**config.mk**
```make
export PLATFORM = sky130hd
export DESIGN_NAME = llh_queue
export DESIGN_NICKNAME = d
export VERILOG_FILES = /design/src/design/log_linear_latency_histogram_assert.svh /design/src/design/llh_pkg.sv /design/src/design/llh_queue.sv
export SDC_FILE = /design/constraint.sdc
export NUM_CORES = 1
export LEC_CHECK = 0
export BUFFER_PORTS_ARGS = -buffer_cell sky130_fd_sc_hd__buf_2
export CAP_MARGIN = 30
export CORE_MARGIN = 4
export CORE_UTILIZATION = 47
export CTS_CLUSTER_SIZE = 12
export DETAILED_ROUTE_END_ITERATION = 12
export PLACE_DENSITY = 0.75
export SETUP_SLACK_MARGIN = 0.3
export SLEW_MARGIN = 10
export SYNTH_ARGS = -nofsm -noshare
export SYNTH_HDL_FRONTEND = slang
export SYNTH_SLANG_ARGS = --single-unit
export TNS_END_PERCENT = 30
```
**constraint.sdc**
```tcl
create_clock -name clock -period 2.8 [get_ports clock]
set_input_delay 0.42 -clock clock [delete_from_list [all_inputs] [get_ports clock]]
set_output_delay 0.42 -clock clock [all_outputs]
set_load 0.005 [all_outputs]
```
**src/design/log_linear_latency_histogram_assert.svh**
```systemverilog
// Assertion macros used by the histogram top level.
`ifndef LOG_LINEAR_LATENCY_HISTOGRAM_ASSERT_SVH
`define LOG_LINEAR_LATENCY_HISTOGRAM_ASSERT_SVH

// Implication checked on every rising clock edge outside reset.
`define LLH_ASSERT_IMPL(label, clk, rst, ante, cons) \
   label: assert property (@(posedge clk) disable iff (rst) (ante) |-> (cons)) \
      else $error("assertion failed");

// Next-cycle implication checked outside reset.
`define LLH_ASSERT_NEXT(label, clk, rst, ante, cons) \
   label: assert property (@(posedge clk) disable iff (rst) (ante) |=> (cons)) \
      else $error("assertion failed");

`endif

```
**src/design/llh_pkg.sv**
```systemverilog
// Package: constants, types and bucket helpers of the latency histogram.
`timescale 1ns / 1ps
`default_nettype none
package llh_pkg;
   localparam int SAMPLE_WIDTH_DEF = 64;
   localparam int COUNT_WIDTH_DEF  = 32;
   localparam int NUM_BUCKETS      = 976;
   localparam int BUCKET_IDX_W     = 10;
   localparam int PERMILLE_W       = 10;
   localparam int EXACT_BUCKETS    = 32;
   localparam int SLOTS_PER_EXP    = 16;
   localparam int QUEUE_DEPTH      = 2;

   typedef enum logic {
      REQ_RECORD = 1'b0,
      REQ_QUERY  = 1'b1
   } req_kind_type;

   typedef enum logic [2:0] {
      ST_CLEAR,
      ST_IDLE,
      ST_REC_WRITE,
      ST_RANK,
      ST_SCAN,
      ST_SCAN_WAIT,
      ST_RESULT
   } back_state_type;

   // Queue entry from the front part to the back part.
   typedef struct packed {
      req_kind_type            kind;
      logic [BUCKET_IDX_W-1:0] bucket;
      logic [63:0]             sample;
      logic [PERMILLE_W-1:0]   permille;
   } cmd_type;

   // Index of the highest set bit of a 64-bit value (0 when zero).
   function automatic logic [5:0] top_bit(input logic [63:0] v);
      logic [5:0] e;
      e = 6'd0;
      for (int i = 0; i < 64; i++) begin
         if (v[i]) e = 6'(i);
      end
      return e;
   endfunction

   // Bucket index of a sample.
   function automatic logic [BUCKET_IDX_W-1:0] bucket_of(input logic [63:0] v);
      logic [5:0]              e;
      logic [63:0]             sh;
      logic [BUCKET_IDX_W-1:0] b;
      e  = top_bit(v);
      sh = v >> (e - 6'd4);
      if (v < 64'(EXACT_BUCKETS)) b = BUCKET_IDX_W'(v);
      else b = BUCKET_IDX_W'(EXACT_BUCKETS) + BUCKET_IDX_W'({e - 6'd5, 4'd0})
               + BUCKET_IDX_W'(sh[3:0]);
      return b;
   endfunction

   // Upper bound of the bucket with exponent field and slot.
   function automatic logic [63:0] bucket_top(input logic [BUCKET_IDX_W-1:0] i);
      logic [BUCKET_IDX_W-1:0] d;
      logic [5:0]              e;
      logic [3:0]              slot;
      logic [63:0]             up;
      d    = i - BUCKET_IDX_W'(EXACT_BUCKETS);
      e    = 6'(d[BUCKET_IDX_W-1:4]) + 6'd5;
      slot = d[3:0];
      if (i < BUCKET_IDX_W'(EXACT_BUCKETS)) up = 64'(i);
      else if (e == 6'd63 && slot == 4'd15) up = '1;
      else up = (64'({1'b1, slot}) + 64'd1 << (e - 6'd4)) - 64'd1;
      return up;
   endfunction
endpackage
`default_nettype wire

```
**src/design/llh_queue.sv**
```systemverilog
// Short command queue between the front and back parts.
`timescale 1ns / 1ps
`default_nettype none
module llh_queue (
   input  wire logic        clock,
   input  wire logic        reset,
   input  wire logic        in_valid,
   output logic             in_ready,
   input  llh_pkg::cmd_type in_cmd,
   output logic             out_valid,
   input  wire logic        out_ready,
   output llh_pkg::cmd_type out_cmd
);
   llh_pkg::cmd_type slot_ff [llh_pkg::QUEUE_DEPTH];
   logic             wr_ff, wr_in, rd_ff, rd_in;
   logic [1:0]       cnt_ff, cnt_in;
   logic             push, pop;

   assign in_ready  = cnt_ff != 2'(llh_pkg::QUEUE_DEPTH);
   assign out_valid = cnt_ff != 2'd0;
   assign out_cmd   = slot_ff[rd_ff];
   assign push      = in_valid && in_ready;
   assign pop       = out_valid && out_ready;

   always_comb begin
      wr_in  = push ? !wr_ff : wr_ff;
      rd_in  = pop ? !rd_ff : rd_ff;
      cnt_in = cnt_ff + 2'(push) - 2'(pop);
   end

   always_ff @(posedge clock) begin
      if (reset) begin
         wr_ff  <= 1'b0;
         rd_ff  <= 1'b0;
         cnt_ff <= 2'd0;
      end else begin
         wr_ff  <= wr_in;
         rd_ff  <= rd_in;
         cnt_ff <= cnt_in;
      end
      if (push) slot_ff[wr_ff] <= in_cmd;
   end
endmodule
`default_nettype wire

```
======== Word-level counts from Yosys, hierarchy flattened ========
Memories as Yosys holds them, arrays and structs flattened. A register that Yosys moved wholly into a read port is not among the register bits.
Cells that the tools add are included.
storage, ports and cells
  bits of input ports ..................... 89
  output and inout bits ................... 87
  bits in writable memories ............... 170
  word-level logic and storage cells ...... 16
  bits in read-only memories .............. 0
  memories kept ........................... 1
  register bits after elaboration ......... 4
  latch bits .............................. 0
memories
  memory   words  width  read ports  clocked after Yosys merged registers in  wr ports  RTL line         RTL
  slot_ff  2      85     1           1                                        1         llh_queue.sv:14  llh_pkg::cmd_type slot_ff [llh_pkg::QUEUE_DEPTH];
cells by class
  $mul .................................... 0
  equal/unequal tests ..................... 1
  add/sub/neg operators ................... 2
  mux-type cells .......................... 4
  reductions and logical operators ........ 5
  order comparisons ....................... 0
  divide/modulo/power cells ............... 0
  shifts and indexed selects .............. 0
  bitwise gates (word level) .............. 0
operators by type and width
  operator              number
  $mux W1               4
  $add A2 B1 Y2         1
  $logic_and A1 B1 Y1   2
  $logic_not A1 Y1      2
  $ne A2 B2 Y1 const B  1
  $reduce_bool A2 Y1    1
  $sub A2 B1 Y2         1

======== Depth between registers and ports, before layout ========
  depth in word-level cells ............... 4
  mapped depth ............................ 6
  depth with buffers taken out ............ 6

======== Worst setup path before layout ========
OpenSTA, ideal clock, no wires.
  path kind ............................... flip-flop to flip-flop
  from .................................... register cnt_ff[0]
  to ...................................... memory slot_ff[1][0] (netlist name) (enable)
  period minus slack after synthesis ...... 3070 ps
  cell stages (with the launch flop) ...... 3
  data arrival time ....................... 2616 ps
  slack ................................... -270 ps
  setup time .............................. 453 ps
  cell sequence ........................... dfxtp_1 -> nand2b_1 -> and3_1
between the ends
  longest elaborated chain between the ends .. 4
ends and longest elaborated chain
  what                           RTL line         RTL
  start: declaration             llh_queue.sv:16  logic [1:0] cnt_ff, cnt_in;
  start signal: assignment       llh_queue.sv:39  cnt_ff <= cnt_in;
  $ne A2 B2 Y1                   llh_queue.sv:19  assign in_ready = cnt_ff != 2'(llh_pkg::QUEUE_DEPTH);
  named net in_ready             llh_queue.sv:8   output logic in_ready,
  $logic_and A1 B1 Y1            llh_queue.sv:22  assign push = in_valid && in_ready;
  $mux W1                        llh_queue.sv:41  if (push) slot_ff[wr_ff] <= in_cmd;
  $mux W1 (implied by the code)  llh_queue.sv:41
  end: declaration               llh_queue.sv:14
The timed path passes the listed nets, and every way through them passes these cells.

==> results.cfg <==
[job]
maxCapViolations = 0

[finish]
nets = 573
layout_common_cells = buf_2, edfxtp_1, mux2_4
final_common_cell = buf_2
drive_gt1_share_pct = 60.1
fillerInstances = 1033
syn_to_final_growth_pct = 26.5
antenna_cells = 0

[setup_path]
path_max_fanout = 85
crit_path_end_kind = primary output
crit_type = register to primary output
worst_ep_arrival_time_ns = 1.82
startpoint_type = register
required_ns = 2.38

[cts]
cts_hold_buf = 0
post_cts_buffers = 0
cts-root-buf = clkbuf_16
h-tree-depth = 4
cts_tree = done
path_clk_slew_ns = 0.06
cts_made_buffers = 17
clkLatencyLatePin_ns = 0.41
cts_sinks = 175
post_cts_resized = 0
cts_buffer_depth = 2

[grt]
grt_pass1_vias = 3466
antenna_found_initial = 1
grt_util_all_layers_pct = 14.2
overflow = 0
grt_first_pass_wirelength_um = 17400
grt_max_degree = 86

[timing]
hold_violations = 0
min_period_over_period_pct = 79.9
fin_setup_tns_ns = 0
worst_slack_ns = 0.562
relSlewSlack_pct = 58.5
setup_viol = 0
slew_viol_final = 0
worstMarginPinSlew_ns = 0.622
rsz0062_at_grt = no
fin_crit_ns = 2.24
skew_ns = 0.00498
fmax_ghz = 0.447
fin_hold_ws_ns = 0.193

[die]
die_w_um = 126
die-area_um2 = 16000
rows = 43
core-area_um2 = 13800
die_h_um = 126
io_pins = 176
start_util_pct = 47.7

[power_and_ir_drop]
p_seq_share_pct = 45.5
ir_drop_mv = 0.465
clkPwrFrac_pct = 35.8
p_switching_mw = 1.57
p_leak_nw = 3.21
cellPowerDensity_nw_per_um2 = 858
pwr-share-comb_pct = 18.7
p_total_mw = 7.15
swShare_pct = 21.9
internal-power_mw = 5.58

[yosys]
yosysTopAreaCellShare_pct = 77.5
yosysTopAreaCell = edfxtp_1
ys.warnings.count = 0
ys_ff_latch = 175
ys_top_cells_by_area = edfxtp_1, mux2_4, mux2_2, dfxtp_1, buf_6
synth_area_per_cell_um2 = 22.5
syn-cell-area_um2 = 6590
syn_inst = 293
ys_types = 25
syn_nets = 383
synth_seq_area_share_pct = 79.0

[route]
drc = 0
wl_per_cell_um = 16.8
antenna_left = 0
wl_um = 11400
drtPass1Iterations = 4
vias = 3270
vias_per_cell = 4.84
dr.first_iter.drc_count = 127

[place]
pre_cts_ws_ns = 0.952
gp_congestion = 0.717
io_buffer_count = 175
hpwl_um = 7620

[run_status]
status = completed

[hold_path]
hold_path_class = input pin to register
[power by group through the flow]
stage          logic (mW)  registers, mW  clock network, mW
6_report             1.34           3.25               2.56
5_1_grt              1.45           3.28               2.75
4_1_cts              1.37           3.26               2.61
3_5_place_dp         1.36           3.31                  0
3_3_place_gp         1.34           3.29                  0
2_1_floorplan       0.873           3.30                  0
[cells in the mapped netlist]
library cell,count
edfxtp_1,170
nand2b_1,1
nand3b_1,1
and3_1,2
or2_2,1
buf_2,3
nor2b_1,2
buf_4,1
nor4bb_1,1
mux2_2,35
xor2_1,1
ha_1,1
nand3_1,1
o21ba_2,1
a21oi_1,1
nor3_2,1
nor4_1,1
o21ai_0,2
buf_6,5
a21bo_2,1
mux2_4,50
nor2_1,4
o31a_1,1
inv_1,1
dfxtp_1,5
[cell families after synthesis]
kind of cell               count (synthesis)  share of synthesized area [%]
AOI/OAI and AO/OA                          6                          0.665
xor gates and xnor gates                   1                          0.133
adders and majority gates                  1                          0.190
buffers and inverters                     10                           1.25
DFF                                      175                           79.0
muxes                                     85                           17.4
and+or+nand+nor                           15                           1.39
[final cells by class]
type | instances | area, um^2 | area share (%)
Multi-Input combinational cell | 108 | 1310 | 15.7
Clock inverter | 12 | 215 | 2.58
Inverter | 1 | 5.00 | 0.0600
Timing Repair Buffer | 180 | 938 | 11.3
Sequential cell | 175 | 5210 | 62.5
Clock buffer | 20 | 437 | 5.24
Tap cell | 180 | 225 | 2.70
[worst paths after layout]
kind	start	endpoint	slack (ns)	cells past startpoint
max	register	out_cmd[3]	0.56	3
max reg2reg	cnt_ff[0]	slot_ff[1][43]	0.95	3
min	in_cmd[5]	slot_ff[0][5]	0.19	1
min reg2reg	rd_ff	rd_ff	0.50	2
[worst max-delay path: stages (launching register included)]
cell	delay, ns
dfxtp_4	0.35
buf_12	0.39
mux2_2	0.41
buf_2	0.13
[sequential cells by signal (all words and copies together), names as in the netlist, named ones only]
register and count:
cnt_ff 2, rd_ff 1, slot_ff 170, wr_ff 1
[metal layers]
metal  global-route usage [%]  wire length [um]  share of wire (%)  up-vias
met4                     5.11               116                1.0        2
li1                         -                 -                  -     1545
met1                     16.9              4600                 41     1587
met3                     6.61               957                8.4       12
met5                        0                18               0.16        -
met2                     22.7              5660                 50      124
[per-stage QoR]
stage	util, %	cells	area [um^2]
2_1_floorplan	-	293	6590
4_1_cts	60.3	676	8340
5_1_grt	60.3	676	8340
6_report	60.3	676	8340
3_3_place_gp	55.6	644	7680
3_5_place_dp	55.6	644	7680
No activity file was read; power rests on OpenSTA's default activity.
