### src/design/log_linear_latency_histogram_assert.svh
// Assertion macros used by the histogram top level.
`ifndef LOG_LINEAR_LATENCY_HISTOGRAM_ASSERT_SVH
`define LOG_LINEAR_LATENCY_HISTOGRAM_ASSERT_SVH

// Implication checked on every rising clock edge outside reset.
`define LLH_ASSERT_IMPL(label, clk, rst, ante, cons) \
   label: assert property (@(posedge clk) disable iff (rst) (ante) |-> (cons)) \
      else $error("assertion failed");

// Next-cycle implication checked outside reset.
`define LLH_ASSERT_NEXT(label, clk, rst, ante, cons) \
   label: assert property (@(posedge clk) disable iff (rst) (ante) |=> (cons)) \
      else $error("assertion failed");

`endif

### src/design/llh_pkg.sv
// Package: constants, types and bucket helpers of the latency histogram.
`timescale 1ns / 1ps
`default_nettype none
package llh_pkg;
   localparam int SAMPLE_WIDTH_DEF = 64;
   localparam int COUNT_WIDTH_DEF  = 32;
   localparam int NUM_BUCKETS      = 976;
   localparam int BUCKET_IDX_W     = 10;
   localparam int PERMILLE_W       = 10;
   localparam int EXACT_BUCKETS    = 32;
   localparam int SLOTS_PER_EXP    = 16;
   localparam int QUEUE_DEPTH      = 2;

   typedef enum logic {
      REQ_RECORD = 1'b0,
      REQ_QUERY  = 1'b1
   } req_kind_type;

   typedef enum logic [2:0] {
      ST_CLEAR,
      ST_IDLE,
      ST_REC_WRITE,
      ST_RANK,
      ST_SCAN,
      ST_SCAN_WAIT,
      ST_RESULT
   } back_state_type;

   // Queue entry from the front part to the back part.
   typedef struct packed {
      req_kind_type            kind;
      logic [BUCKET_IDX_W-1:0] bucket;
      logic [63:0]             sample;
      logic [PERMILLE_W-1:0]   permille;
   } cmd_type;

   // Index of the highest set bit of a 64-bit value (0 when zero).
   function automatic logic [5:0] top_bit(input logic [63:0] v);
      logic [5:0] e;
      e = 6'd0;
      for (int i = 0; i < 64; i++) begin
         if (v[i]) e = 6'(i);
      end
      return e;
   endfunction

   // Bucket index of a sample.
   function automatic logic [BUCKET_IDX_W-1:0] bucket_of(input logic [63:0] v);
      logic [5:0]              e;
      logic [63:0]             sh;
      logic [BUCKET_IDX_W-1:0] b;
      e  = top_bit(v);
      sh = v >> (e - 6'd4);
      if (v < 64'(EXACT_BUCKETS)) b = BUCKET_IDX_W'(v);
      else b = BUCKET_IDX_W'(EXACT_BUCKETS) + BUCKET_IDX_W'({e - 6'd5, 4'd0})
               + BUCKET_IDX_W'(sh[3:0]);
      return b;
   endfunction

   // Upper bound of the bucket with exponent field and slot.
   function automatic logic [63:0] bucket_top(input logic [BUCKET_IDX_W-1:0] i);
      logic [BUCKET_IDX_W-1:0] d;
      logic [5:0]              e;
      logic [3:0]              slot;
      logic [63:0]             up;
      d    = i - BUCKET_IDX_W'(EXACT_BUCKETS);
      e    = 6'(d[BUCKET_IDX_W-1:4]) + 6'd5;
      slot = d[3:0];
      if (i < BUCKET_IDX_W'(EXACT_BUCKETS)) up = 64'(i);
      else if (e == 6'd63 && slot == 4'd15) up = '1;
      else up = (64'({1'b1, slot}) + 64'd1 << (e - 6'd4)) - 64'd1;
      return up;
   endfunction
endpackage
`default_nettype wire

### src/design/llh_front.sv
// Front part: accepts request beats and computes the bucket of a sample.
`timescale 1ns / 1ps
`default_nettype none
module llh_front #(
   parameter int SAMPLE_WIDTH = llh_pkg::SAMPLE_WIDTH_DEF
) (
   input  wire logic             clock,
   input  wire logic             reset,
   input  wire logic             req_valid,
   output logic                  req_ready,
   input  wire logic             req_type,
   input  wire logic [63:0]      req_sample_us,
   input  wire logic [9:0]       req_query_permille,
   output logic                  cmd_valid,
   input  wire logic             cmd_ready,
   output llh_pkg::cmd_type      cmd
);
   logic             valid_ff, valid_in;
   llh_pkg::cmd_type cmd_ff, cmd_in;
   logic [63:0]      sample;

   always_comb begin
      sample = req_sample_us;
      if (SAMPLE_WIDTH < 64) sample = req_sample_us & ((64'd1 << SAMPLE_WIDTH) - 64'd1);
   end

   assign req_ready = !valid_ff || cmd_ready;

   always_comb begin
      valid_in = valid_ff && !cmd_ready;
      cmd_in   = cmd_ff;
      if (req_valid && req_ready) begin
         valid_in        = 1'b1;
         cmd_in.kind     = llh_pkg::req_kind_type'(req_type);
         cmd_in.sample   = sample;
         cmd_in.bucket   = llh_pkg::bucket_of(sample);
         cmd_in.permille = req_query_permille;
      end
   end

   always_ff @(posedge clock) begin
      if (reset) valid_ff <= 1'b0;
      else valid_ff <= valid_in;
      cmd_ff <= cmd_in;
   end

   assign cmd_valid = valid_ff;
   assign cmd       = cmd_ff;
endmodule
`default_nettype wire

### config.mk
export PLATFORM = sky130hd
export DESIGN_NAME = llh_front
export DESIGN_NICKNAME = d
export VERILOG_FILES = /design/src/design/log_linear_latency_histogram_assert.svh /design/src/design/llh_pkg.sv /design/src/design/llh_front.sv
export SDC_FILE = /design/constraint.sdc
export NUM_CORES = 1
export LEC_CHECK = 0
export ABC_AREA = 1
export BUFFER_PORTS_ARGS = -buffer_cell sky130_fd_sc_hd__buf_2
export CORE_ASPECT_RATIO = 1.2
export CORE_UTILIZATION = 57
export CTS_CLUSTER_SIZE = 16
export DETAILED_ROUTE_END_ITERATION = 6
export PLACE_DENSITY = 0.87
export SLEW_MARGIN = 20
export SYNTH_ARGS = -nofsm -noshare
export SYNTH_HDL_FRONTEND = slang
export SYNTH_SLANG_ARGS = --single-unit
### constraint.sdc
create_clock -name clock -period 7.8 [get_ports clock]
set_input_delay 0.78 -clock clock [delete_from_list [all_inputs] [get_ports clock]]
set_output_delay 0.78 -clock clock [all_outputs]
set_load 0.02 [all_outputs]
== After elaboration in Yosys (flattened, before gate mapping) ==
Cells that the tools add are included.
Operators by class
  $add $sub $neg: 4
  multiply operators: 0
  divide/modulo/power cells: 0
  $lt $le $gt $ge: 1
  equality and inequality tests: 0
  shift-type cells: 1
  muxes and demuxes: 66
  bitwise operators: 0
  reduce and logical (&&, ||, !) cells: 5
Operator list (count)
  6-bit 2-to-1 mux: 63
  64-bit by 6-bit < comparator with 1-bit output (second input constant): 1
  64-bit by 6-bit >> shifter with 4-bit output: 1
  6-bit by 3-bit subtractor with 6-bit output (second input constant): 2
  10-bit by 4-bit adder with 10-bit output: 1
  6-bit by 10-bit adder with 10-bit output (first input constant): 1
  10-bit 2-to-1 mux: 1
  1-bit logical AND: 2
  1-bit logical NOT: 2
  1-bit 2-to-1 mux: 2
  1-bit logical OR: 1
Storage, ports and cells
  register bits after elaboration: 86
  bits in latches: 0
  memory bits (writable): 0
  ROM bits: 0
  word-level logic and storage cells: 82
  memories kept: 0

== Longest topological paths before layout ==
Gate-level depths: netlist of run 1.
  word-level depth: 68
  mapped depth: 72
  mapped depth without buffers: 71

== Least setup slack after synthesis of run 1 ==
No wires, ideal clock.
  path kind: input-to-reg
  start point: input req_valid
  end point: register cmd_ff (netlist bit cmd[0]) (enable)
  library setup time: 557 ps
  arrival: 4931 ps
  data required time: 7243 ps
  setup slack: 2312 ps
  stages: 2
  path buffers: 0
  path through: inv_1 -> a21oi_1
On the way
  longest elaborated chain between the ends: 1
Ends and longest elaborated chain
  start, declared: line llh_front.sv:9  | input wire logic req_valid,
  1-bit logical AND: line llh_front.sv:32  | if (req_valid && req_ready) begin
  end signal, assigned: line llh_front.sv:44  | cmd_ff <= cmd_in;
  end, declared: line llh_front.sv:19  | llh_pkg::cmd_type cmd_ff, cmd_in;
No other way between the ends.
A chain may end at the register's enable or synchronous reset.

== Worst setup path in the final report of run 1 ==
  start point: input req_sample_us[2]
  end point: register cmd_ff (netlist bit cmd[75]) (data pin)
On the way
  longest elaborated chain between the ends: 67
Ends and longest elaborated chain
  start, declared: line llh_front.sv:12  | input wire logic [63:0] req_sample_us,
  6-bit 2-to-1 mux (62 in a row): line llh_pkg.sv:42  | if (v[i]) e = 6'(i);
  6-bit 2-to-1 mux: line llh_front.sv:32
  6-bit by 3-bit subtractor with 6-bit output: line llh_pkg.sv:53  | sh = v >> (e - 6'd4);
  64-bit by 6-bit >> shifter with 4-bit output: line llh_pkg.sv:53
  10-bit by 4-bit adder with 10-bit output: line llh_pkg.sv:56  | + BUCKET_IDX_W'(sh[3:0]);
  10-bit 2-to-1 mux (*): line llh_pkg.sv:54  | if (v < 64'(EXACT_BUCKETS)) b = BUCKET_IDX_W'(v);
Mark *: on every way between the ends. The rest lies on a longest branch, timed or not. The select of a mux whose other input is x is not followed.

==> out/metrics.cfg, run 1 <==
[setup_path]
end_kind = register
crit_arrival_ns = 5.57
r2r_slack_ns = 5.53
regToRegStartpoint = cmd_valid
reg2reg_to = cmd[71]
crit_end = cmd[75]
reg2reg_depth = 2
required_ns = 7.91
cp-start-kind = input pin
cpMostUsedCell = nand2_1
cp-startpoint = req_sample_us[2]
max_stage_delay_ns = 0.53
crit_path_top_delay_cell = nand2_2
path_class = input pin to register
crit_fanout = 38

[logic_synthesis]
synth_compound_area_share_pct = 1.92
synth_fa_ha_area_share_pct = 0.871
synth_edf_count = 85
ys_seq_area_share_pct = 44.8
synth_mux_area_share_pct = 0
synth.top_cells.by_area = edfxtp_1 (44%), nand3_1 (18%), nand2_1 (17%), inv_1 (6.9%), nor2_1 (5.4%)
netlist.top_cell.by_area = edfxtp_1
yosys_warnings = 0
syn_inst = 810
ys_ff_latch = 86
synth.top_cell.area_share_pct = 44.4
synth-async-reset-ratio_pct = 0
synth_nets = 893
ys.flop_type = edfxtp_1
synth_top_family_by_area = simple AND/OR/NAND/NOR gates
syn_avg_cell_area_sq_um = 7.09
yosysUniqueCellTypes = 26
synth_xor_area_share_pct = 1.07
syn_area_sq_um = 5740
yosys.area_share.simple_pct = 41.3

[floorplanning]
pin_count = 166
dieArea_sq_um = 10500
core_sq_um = 9660
initial_core_util_pct = 59.5
dieHeight_microns = 112
rows = 39
die_x_microns = 93.6

[timing]
hold_viol = 0
fin_crit_sh_pct = 70.0
whs_ns = 0.564
finalSetupTns_ns = 0
clock.fmax_mhz = 183
maxSlewHeadroom_pct = 28.2
postLayoutSetupSlackWorst_ns = 2.34
finalCriticalPeriod_ns = 5.46
rsz0062_at_grt = no
tightest_slew_ns = 1.07
slew_viol_final = 0
finClkSkew_ns = 0.00661
finalSetupViolations = 0

[cells_and_area]
drive_gt1_share_pct = 19.9
area_growth_pct = 20.0
nets = 1046
finalInstanceArea_sq_um = 6890
n_antenna_cell = 0
final_cells = 1091
utilization_pct = 71.4

[placed_design]
placed_area_sq_um = 6620
port_buffers = 165
gp_congestion = 0.900
dpl.cell_count = 1075
dp_hpwl_microns = 10600
pre_cts_slack_ns = 2.07

[clock_tree]
clk_pin_slew_ns = 0.07
clk-insertion-delay-late_ns = 0.35
htreeDepth = 3
cts_buffers = 9
clock_path_buffers = 2
clkSinkCount = 86
cts_tree = yes
post_cts_buffers = 0
cts.repair.resized = 0
root_buffer = clkbuf_16
cts_hold_buf = 0

[routing]
ant_nets = 0
drt_wl_total_microns = 14500
wl_per_cell_microns = 13.3
route.detailed.drc = 0
vias = 5906
first_pass_iters = 5
vias_per_cell = 5.41
initialDrtViolationCount = 443

[status]
outcome = finished clean

[grt]
grt_overflow = 0
grt_start_max_net_pins = 59
grt_first_pass_wirelength_microns = 24200
grt_pass1_vias = 5591
antenna_found_initial = 0
grt_use_total_pct = 29.1

[worst_hold_path]
min_path_type = register to register
whs_path_depth = 2

[pwr]
p_leak_nw = 3.44
total_power_mw = 1.21
p_per_area_nw_per_um2 = 176
vdd_drop_max_mv = 0.109

[job]
drv_cap = 0

[cell type report]
type                            count  area [sq um]
Multi-Input combinational cell    585          2610
Tap cell                          123           154
Inverter                          109           409
Clock buffer                       10           229
Fill cell                         839          2770
Sequential cell                    86          2570
Clock inverter                      6          46.3
Timing Repair Buffer              172           878
[worst min path at each step]
stage,to,from
after floorplan,cmd_valid,cmd_valid
after global placement,cmd_valid,cmd_valid
after detailed placement,cmd_valid,cmd_valid
after CTS,cmd_valid,cmd_valid
after global routing,cmd_valid,cmd_valid
final,cmd_valid,cmd_valid
[where the power goes]
| group | internal (mW) | switching (mW) |
|---|---|---|
| sequential | 0.543 | 0.00659 |
| combinational | 0.0840 | 0.177 |
| clock | 0.218 | 0.187 |
| total | 0.845 | 0.370 |
[worst max-delay path, delay by kind of cell]
kind | cells | cell delay, ns
buffers and inverters | 3 | 0.53
and+or+nand+nor | 69 | 4.20
[cell usage after synthesis, types with 2 or more instances]
| cell type | n |
|---|---|
| nand2_1 | 256 |
| nand3_1 | 202 |
| inv_1 | 105 |
| edfxtp_1 | 85 |
| nor2_1 | 83 |
| clkbuf_1 | 13 |
| o21ai_0 | 8 |
| a21oi_1 | 6 |
| buf_4 | 6 |
| nand3b_1 | 6 |
| buf_1 | 4 |
| buf_6 | 4 |
| ha_1 | 4 |
| xor2_1 | 4 |
| buf_2 | 3 |
| nand4_1 | 3 |
| o21ai_1 | 3 |
| xnor2_1 | 3 |
| clkinv_1 | 2 |
| inv_2 | 2 |
| nand2_2 | 2 |
| nor4_1 | 2 |
[cells by family (layout without fill, tap and decap cells)]
group                      after synthesis  after routing
xor gates and xnor gates                 7              7
buffers and inverters                  139            297
and+or+nand+nor                        554            554
adders and majority gates                4              4
DFF                                     86             86
AOI/OAI and AO/OA                       20             20
[sequential cells by signal, indices dropped and copies added (netlist names)]
signal and cells:
cmd 85, cmd_valid 1
[cell usage in the layout (no fill, tap or decap), types with 4 or more instances in the layout]
master	n
xor2_1	4
nand2_1	256
nor2_1	83
inv_1	105
nand3_1	202
o21ai_0	8
buf_2	165
clkbuf_16	9
a21oi_1	5
edfxtp_1	85
ha_1	4
nand3b_1	6
buf_4	7
[metal layers]
| metal | up-vias | track usage, % | share of wire [%] | routed length [microns] |
|---|---|---|---|---|
| met5 | - | 0 | 0 | 0 |
| met4 | 0 | 15.4 | 3.2 | 457 |
| met3 | 44 | 6.08 | 7.5 | 1080 |
| met2 | 289 | 49.9 | 50 | 7280 |
| met1 | 2630 | 33.9 | 39 | 5660 |
| li1 | 2943 | - | - | - |
Note: power is estimated with default switching activity, not from simulation.
==> inputs of run 2 (changes only) <==
--- a/config.mk
+++ b/config.mk
@@ -8,10 +8,10 @@
 export ABC_AREA = 1
 export BUFFER_PORTS_ARGS = -buffer_cell sky130_fd_sc_hd__buf_2
 export CORE_ASPECT_RATIO = 1.2
-export CORE_UTILIZATION = 57
+export CORE_UTILIZATION = 53
 export CTS_CLUSTER_SIZE = 16
 export DETAILED_ROUTE_END_ITERATION = 6
-export PLACE_DENSITY = 0.87
+export PLACE_DENSITY = 0.81
 export SLEW_MARGIN = 20
 export SYNTH_ARGS = -nofsm -noshare
 export SYNTH_HDL_FRONTEND = slang
==> constraint.sdc (replaced) <==
create_clock -name clock -period 5.2 [get_ports clock]
set_input_delay 0.52 -clock clock [delete_from_list [all_inputs] [get_ports clock]]
set_output_delay 0.52 -clock clock [all_outputs]
set_load 0.02 [all_outputs]
==> run 2 against run 1 <==
  * The flow now finishes with violations (DRC)
  * Count of clock-buffer cells in the layout increased by 1
  * Via count grew 4.1%
  * Power rose by 58%
  * Clock skew shrank 0.00081 ns
  * Design area is 7.3% higher
  * Non-clock buffer count is 19 higher
  * Clock power increased by 60%
  * Setup slack got worse by 1.9 ns
  * Combinational power up 71%
  * Critical endpoint unchanged
  * Largest cell class unchanged
==> out/metrics.cfg, run 2 (same netlist as run 1, synthesis figures left out) <==
[setup_path]
crit_path_top_delay_cell = nand2_4
cpMostUsedCell = nand2_1
max_stage_delay_ns = 0.17  ; -0.36 ns
required_ns = 5.42  ; -2.49 ns
crit_fanout = 8  ; -79%
crit_arrival_ns = 5.01  ; -0.56 ns
cp-start-kind = input pin
end_kind = register
regToRegStartpoint = cmd_valid
path_class = input pin to register
cp-startpoint = req_sample_us[2]

[clock_tree]
clock_path_buffers = 2  ; unchanged
clk_pin_slew_ns = 0.06  ; about the same
clk-insertion-delay-late_ns = 0.34  ; about the same
cts_hold_buf = 0  ; unchanged
cts_buffers = 9  ; unchanged
htreeDepth = 3  ; unchanged
cts_tree = yes
clkSinkCount = 86  ; unchanged
root_buffer = clkbuf_16

[cells_and_area]
largest_reg_flops = 85  ; unchanged
n_antenna_cell = 0  ; unchanged
final_common_cell = nand2_1
nets = 1065  ; +1.8%
layout_common_cells = nand2_1 (248), nand3_1 (195), buf_2 (162)
ff_latch_area_sq_um = 2570  ; unchanged
final_cells = 1116  ; +2.3%
fillers = 903  ; +7.6%
drive_gt1_share_pct = 23.7  ; +3.8 points
utilization_pct = 70.3  ; -1.0 points
area_growth_pct = 28.8
multiInputGateArea_sq_um = 2750  ; +5.6%

[pwr]
vdd_drop_max_mv = 0.151  ; +38%
total_power_mw = 1.92  ; +58%
p_leak_nw = 3.66  ; +6.5%
p_per_area_nw_per_um2 = 260  ; +47%

[floorplanning]
dieArea_sq_um = 11300  ; +7.4%
pin_count = 166  ; unchanged
rows = 41  ; +5.1%
core_sq_um = 10500  ; +8.8%
dieHeight_microns = 116  ; +3.6%
initial_core_util_pct = 54.6  ; -4.8 points
die_x_microns = 97.0  ; +3.6%

[routing]
vias = 6146  ; +4.1%
initialDrtViolationCount = 448  ; +1.1%
vias_per_cell = 5.51  ; +1.7%
first_pass_iters = 7  ; +2
drt_wl_total_microns = 16000  ; +11%
wl_per_cell_microns = 14.4  ; +8.2%
ant_nets = 0  ; unchanged
route.detailed.drc = 2  ; +2

[placed_design]
dpl.cell_count = 1089  ; +1.3%
port_buffers = 165  ; unchanged
pre_cts_slack_ns = 0.105  ; -1.96 ns
gp_congestion = 0.930  ; +3.3%
dp_hpwl_microns = 10600  ; about the same

[grt]
grt_start_max_net_pins = 59  ; unchanged
grt_use_total_pct = 26.0  ; -3.1 points
grt_first_pass_wirelength_microns = 23800  ; -1.8%
antenna_found_initial = 0  ; unchanged
grt_overflow = 0  ; unchanged
grt_pass1_vias = 5434  ; -2.8%

[timing]
clock.fmax_mhz = 209
slew_viol_final = 0  ; unchanged
finClkSkew_ns = 0.00580  ; -0.000805 ns
fin_crit_sh_pct = 92.0
finalCriticalPeriod_ns = 4.79
finalSetupViolations = 0  ; unchanged
hold_viol = 0  ; unchanged
rsz0062_at_grt = yes
postLayoutSetupSlackWorst_ns = 0.415  ; -1.92 ns
finalSetupTns_ns = 0  ; unchanged
tightest_slew_ns = 1.08  ; +0.00449 ns
maxSlewHeadroom_pct = 27.9  ; -0.30 points

[worst_hold_path]
min_from = reset
min_path_type = input pin to register

[status]
violations = DRC
outcome = finished with violations

[job]
drv_cap = 0  ; unchanged

run 2: cell count changes in the layout (fill, tap and decap cells not counted), sizes merged:
cell,previous run,this run
buf,172,185
bufinv,0,1
clkbuf,10,17
clkinv,4,5
clkinvlp,2,1
inv,109,107
run 2: power breakdown:
| group | internal (mW) | leakage (nW) | switching (mW) |
|---|---|---|---|
| combinational | 0.158 | 2.69 | 0.289 |
| sequential | 0.814 | 0.827 | 0.00941 |
| clock | 0.386 | 0.146 | 0.264 |
run 2: repair_timing:
item | in CTS | in global routing
gates resized for setup | 0 | 45
endpoints found under the setup margin | 0 | 8
buffers inserted | 0 | 4
run 2: layout make-up:
cell class,count,area share (%)
Clock inverter,5,0.812
Clock buffer,11,3.28
Multi-Input combinational cell,585,37.2
Inverter,109,5.60
Tap cell,129,2.18
Timing Repair Buffer,191,16.1
Sequential cell,86,34.8
run 2: worst paths after layout:
path	endpoint	slack (ns)	cells after the start
worst min register to register	cmd_valid	0.53	2
worst max register to register	cmd[72]	2.94	2
worst max-delay path	cmd[75]	0.41	74
worst min-delay path	cmd_valid	0.32	2
run 2: metal layers:
metal  part of all wire [%]  GRT usage [%]  routed length, microns  vias up
met3                    8.6           4.64                    1370       68
li1                       -              -                       -     2992
met4                    4.4           12.1                     712        0
met1                     38           30.6                    6090     2743
met5                      0              0                       0        -
met2                     49           46.4                    7850      343
run 2: worst max-delay path, delay by kind of cell:
family / cells / cell delay (ns)
buf+inv: 5 / 0.49
simple gates: 69 / 3.98
run 2: stage by stage:
step	area, sq um	hold WS [ns]
CTS	7010	0.333
detailed placement	6710	0.532
global route	7400	0.328
global placement	6710	0.518
finish	7400	0.324
floorplan	5750	0.589
==> inputs of run 3 (changes only) <==
--- a/config.mk
+++ b/config.mk
@@ -7,11 +7,13 @@
 export LEC_CHECK = 0
 export ABC_AREA = 1
 export BUFFER_PORTS_ARGS = -buffer_cell sky130_fd_sc_hd__buf_2
+export CELL_PAD_IN_SITES_DETAIL_PLACEMENT = 0
+export CELL_PAD_IN_SITES_GLOBAL_PLACEMENT = 1
 export CORE_ASPECT_RATIO = 1.2
-export CORE_UTILIZATION = 53
+export CORE_UTILIZATION = 37
 export CTS_CLUSTER_SIZE = 16
 export DETAILED_ROUTE_END_ITERATION = 6
-export PLACE_DENSITY = 0.81
+export PLACE_DENSITY_LB_ADDON = 0.1
 export SLEW_MARGIN = 20
 export SYNTH_ARGS = -nofsm -noshare
 export SYNTH_HDL_FRONTEND = slang
==> run 3 against run 2 <==
  * The run now ends clean
  * Sequential power hardly changed
  * Global-route usage is 3.4 points lower
  * Critical path type unchanged
  * Flip-flop and latch count stayed put
  * Cell count is 8.6% higher
  * Die area is 42% higher
  * Critical path depth is 2 lower
  * Via count is 1.0% higher
  * Clock power is 0.9% higher
  * Worst hold slack worse by 0.015 ns
  * Power is 2.4% higher
==> out/metrics.cfg, run 3 (same netlist as run 1, synthesis figures left out) <==
[cells_and_area]
area_growth_pct = 35.8
fillers = 1555  ; +72%
drive_gt1_share_pct = 27.1  ; +3.4 points
multiInputGateArea_sq_um = 2850  ; +3.5%
finalInstanceArea_sq_um = 7800  ; +5.5%
nets = 1086  ; +2.0%
utilization_pct = 51.7  ; -19 points
final_common_cell = nand2_1
largest_reg_flops = 85  ; unchanged
layout_common_cells = nand2_1 (240), nand3_1 (188), buf_2 (162)
n_antenna_cell = 0  ; unchanged
ff_latch_area_sq_um = 2570  ; unchanged

[status]
outcome = finished clean

[timing]
fin_crit_sh_pct = 91.2  ; -0.87 points
postLayoutSetupSlackWorst_ns = 0.460  ; +0.0452 ns
tightest_slew_ns = 1.05  ; -0.0286 ns
rsz0062_at_grt = yes
clock.fmax_mhz = 211  ; +0.95%
slew_viol_final = 0  ; unchanged
finalSetupViolations = 0  ; unchanged
hold_viol = 0  ; unchanged
finClkSkew_ns = 0.00638  ; +0.000583 ns
finalCriticalPeriod_ns = 4.74  ; -0.0452 ns
whs_ns = 0.309  ; -0.0145 ns
maxSlewHeadroom_pct = 30.0  ; +2.1 points

[floorplanning]
core_sq_um = 15100  ; +43%
die_x_microns = 116  ; +19%
dieHeight_microns = 138  ; +19%
rows = 49  ; +20%
pin_count = 166  ; unchanged
dieArea_sq_um = 16000  ; +42%
initial_core_util_pct = 38.1  ; -17 points

[pwr]
p_leak_nw = 3.81  ; +4.1%
vdd_drop_max_mv = 0.142  ; -5.8%
p_per_area_nw_per_um2 = 252  ; -2.9%
total_power_mw = 1.97  ; +2.4%

[clock_tree]
cts_buffers = 9  ; unchanged
clock_path_buffers = 2  ; unchanged
clk_pin_slew_ns = 0.07  ; about the same
clk-insertion-delay-late_ns = 0.36  ; +0.02 ns
htreeDepth = 3  ; unchanged
root_buffer = clkbuf_16
clkSinkCount = 86  ; unchanged
cts_tree = yes

[placed_design]
pre_cts_slack_ns = 0.0326  ; -0.0727 ns
placed_area_sq_um = 6900  ; +2.7%
gp_congestion = 0.882  ; -5.2%
port_buffers = 165  ; unchanged
dp_hpwl_microns = 13500  ; +27%

[job]
drv_cap = 0  ; unchanged

[routing]
route.detailed.drc = 0  ; -2
drt_wl_total_microns = 20000  ; +25%
first_pass_iters = 5  ; -2
wl_per_cell_microns = 16.5  ; +15%
initialDrtViolationCount = 370  ; -17%
ant_nets = 0  ; unchanged
vias = 6209  ; +1.0%
vias_per_cell = 5.12  ; -7.0%

[worst_hold_path]
min_path_type = input pin to register

[setup_path]
reg2reg_depth = 2  ; unchanged
crit_fanout = 8  ; unchanged
cpMostUsedCell = nand2_1
r2r_slack_ns = 3.47  ; +0.53 ns
required_ns = 5.32  ; -0.10 ns
crit_arrival_ns = 4.86  ; -0.15 ns
cp-start-kind = input pin
cp-startpoint = req_sample_us[2]
max_stage_delay_ns = 0.20  ; +0.03 ns
reg2reg_to = cmd[24]
crit_end = cmd[77]
path_delay_family = simple AND/OR/NAND/NOR gates
cp.depth = 72  ; -2.7%
path_buf_inv = 3  ; -2
path_class = input pin to register
crit_path_top_delay_cell = nand2_8
regToRegStartpoint = cmd_valid
end_kind = register

[grt]
antenna_found_initial = 0  ; unchanged
grt_use_total_pct = 22.5  ; -3.4 points
grt_first_pass_wirelength_microns = 28000  ; +18%
grt_pass1_vias = 5754  ; +5.9%
grt_start_max_net_pins = 86  ; +46%
grt_overflow = 0  ; unchanged

==> run 3: worst min-delay path by stage <==
stage	from	endpoint	slack, ns	depth (start not counted)
floorplan	reset	cmd_valid	0.59	1
global placement	cmd_valid	cmd_valid	0.51	2
detailed placement	cmd_valid	cmd_valid	0.52	2
CTS	reset	cmd_valid	0.31	2
global route	reset	cmd_valid	0.31	2
finish	reset	cmd_valid	0.31	2
==> run 3: repair_timing <==
action                     in CTS  in global routing
gates resized for setup         0                 63
setup buffers                   0                  6
hold buffers                    0                  0
setup endpoints to repair       0                  7
==> run 3: metrics by stage <==
step / setup TNS, ns / std cells
floorplan: 0 / 810
global placement: 0 / 1176
detailed placement: 0 / 1176
CTS: 0 / 1192
global route: -0.953 / 1212
finish: 0 / 1212
==> run 3: where the power goes <==
group	internal, mW	switching (mW)	total [mW]
clock	0.342	0.314	0.656
combinational	0.175	0.311	0.487
sequential	0.814	0.0103	0.824
total	1.33	0.636	1.97
==> run 3: routing by layer <==
metal	vias up	track usage, %	wire, microns
met1	2874	26.2	7960
met5	-	0	0
met3	44	3.68	1200
met2	253	40.8	10100
met4	0	8.37	661
li1	3038	-	-
==> run 3: area by class of cell <==
cell class,count,area share (%)
multi-input combinational,587,36.5
inverter,109,5.31
tap,204,3.27
sequential,86,33.0
timing repair buffer,210,18.1
clock buffer,9,2.89
clock inverter,7,0.962
==> run 3: worst reg2reg max path: stages (launching register included) <==
cell and delay, ns:
dfxtp_1 0.35, a21oi_4 0.14, buf_4 0.81
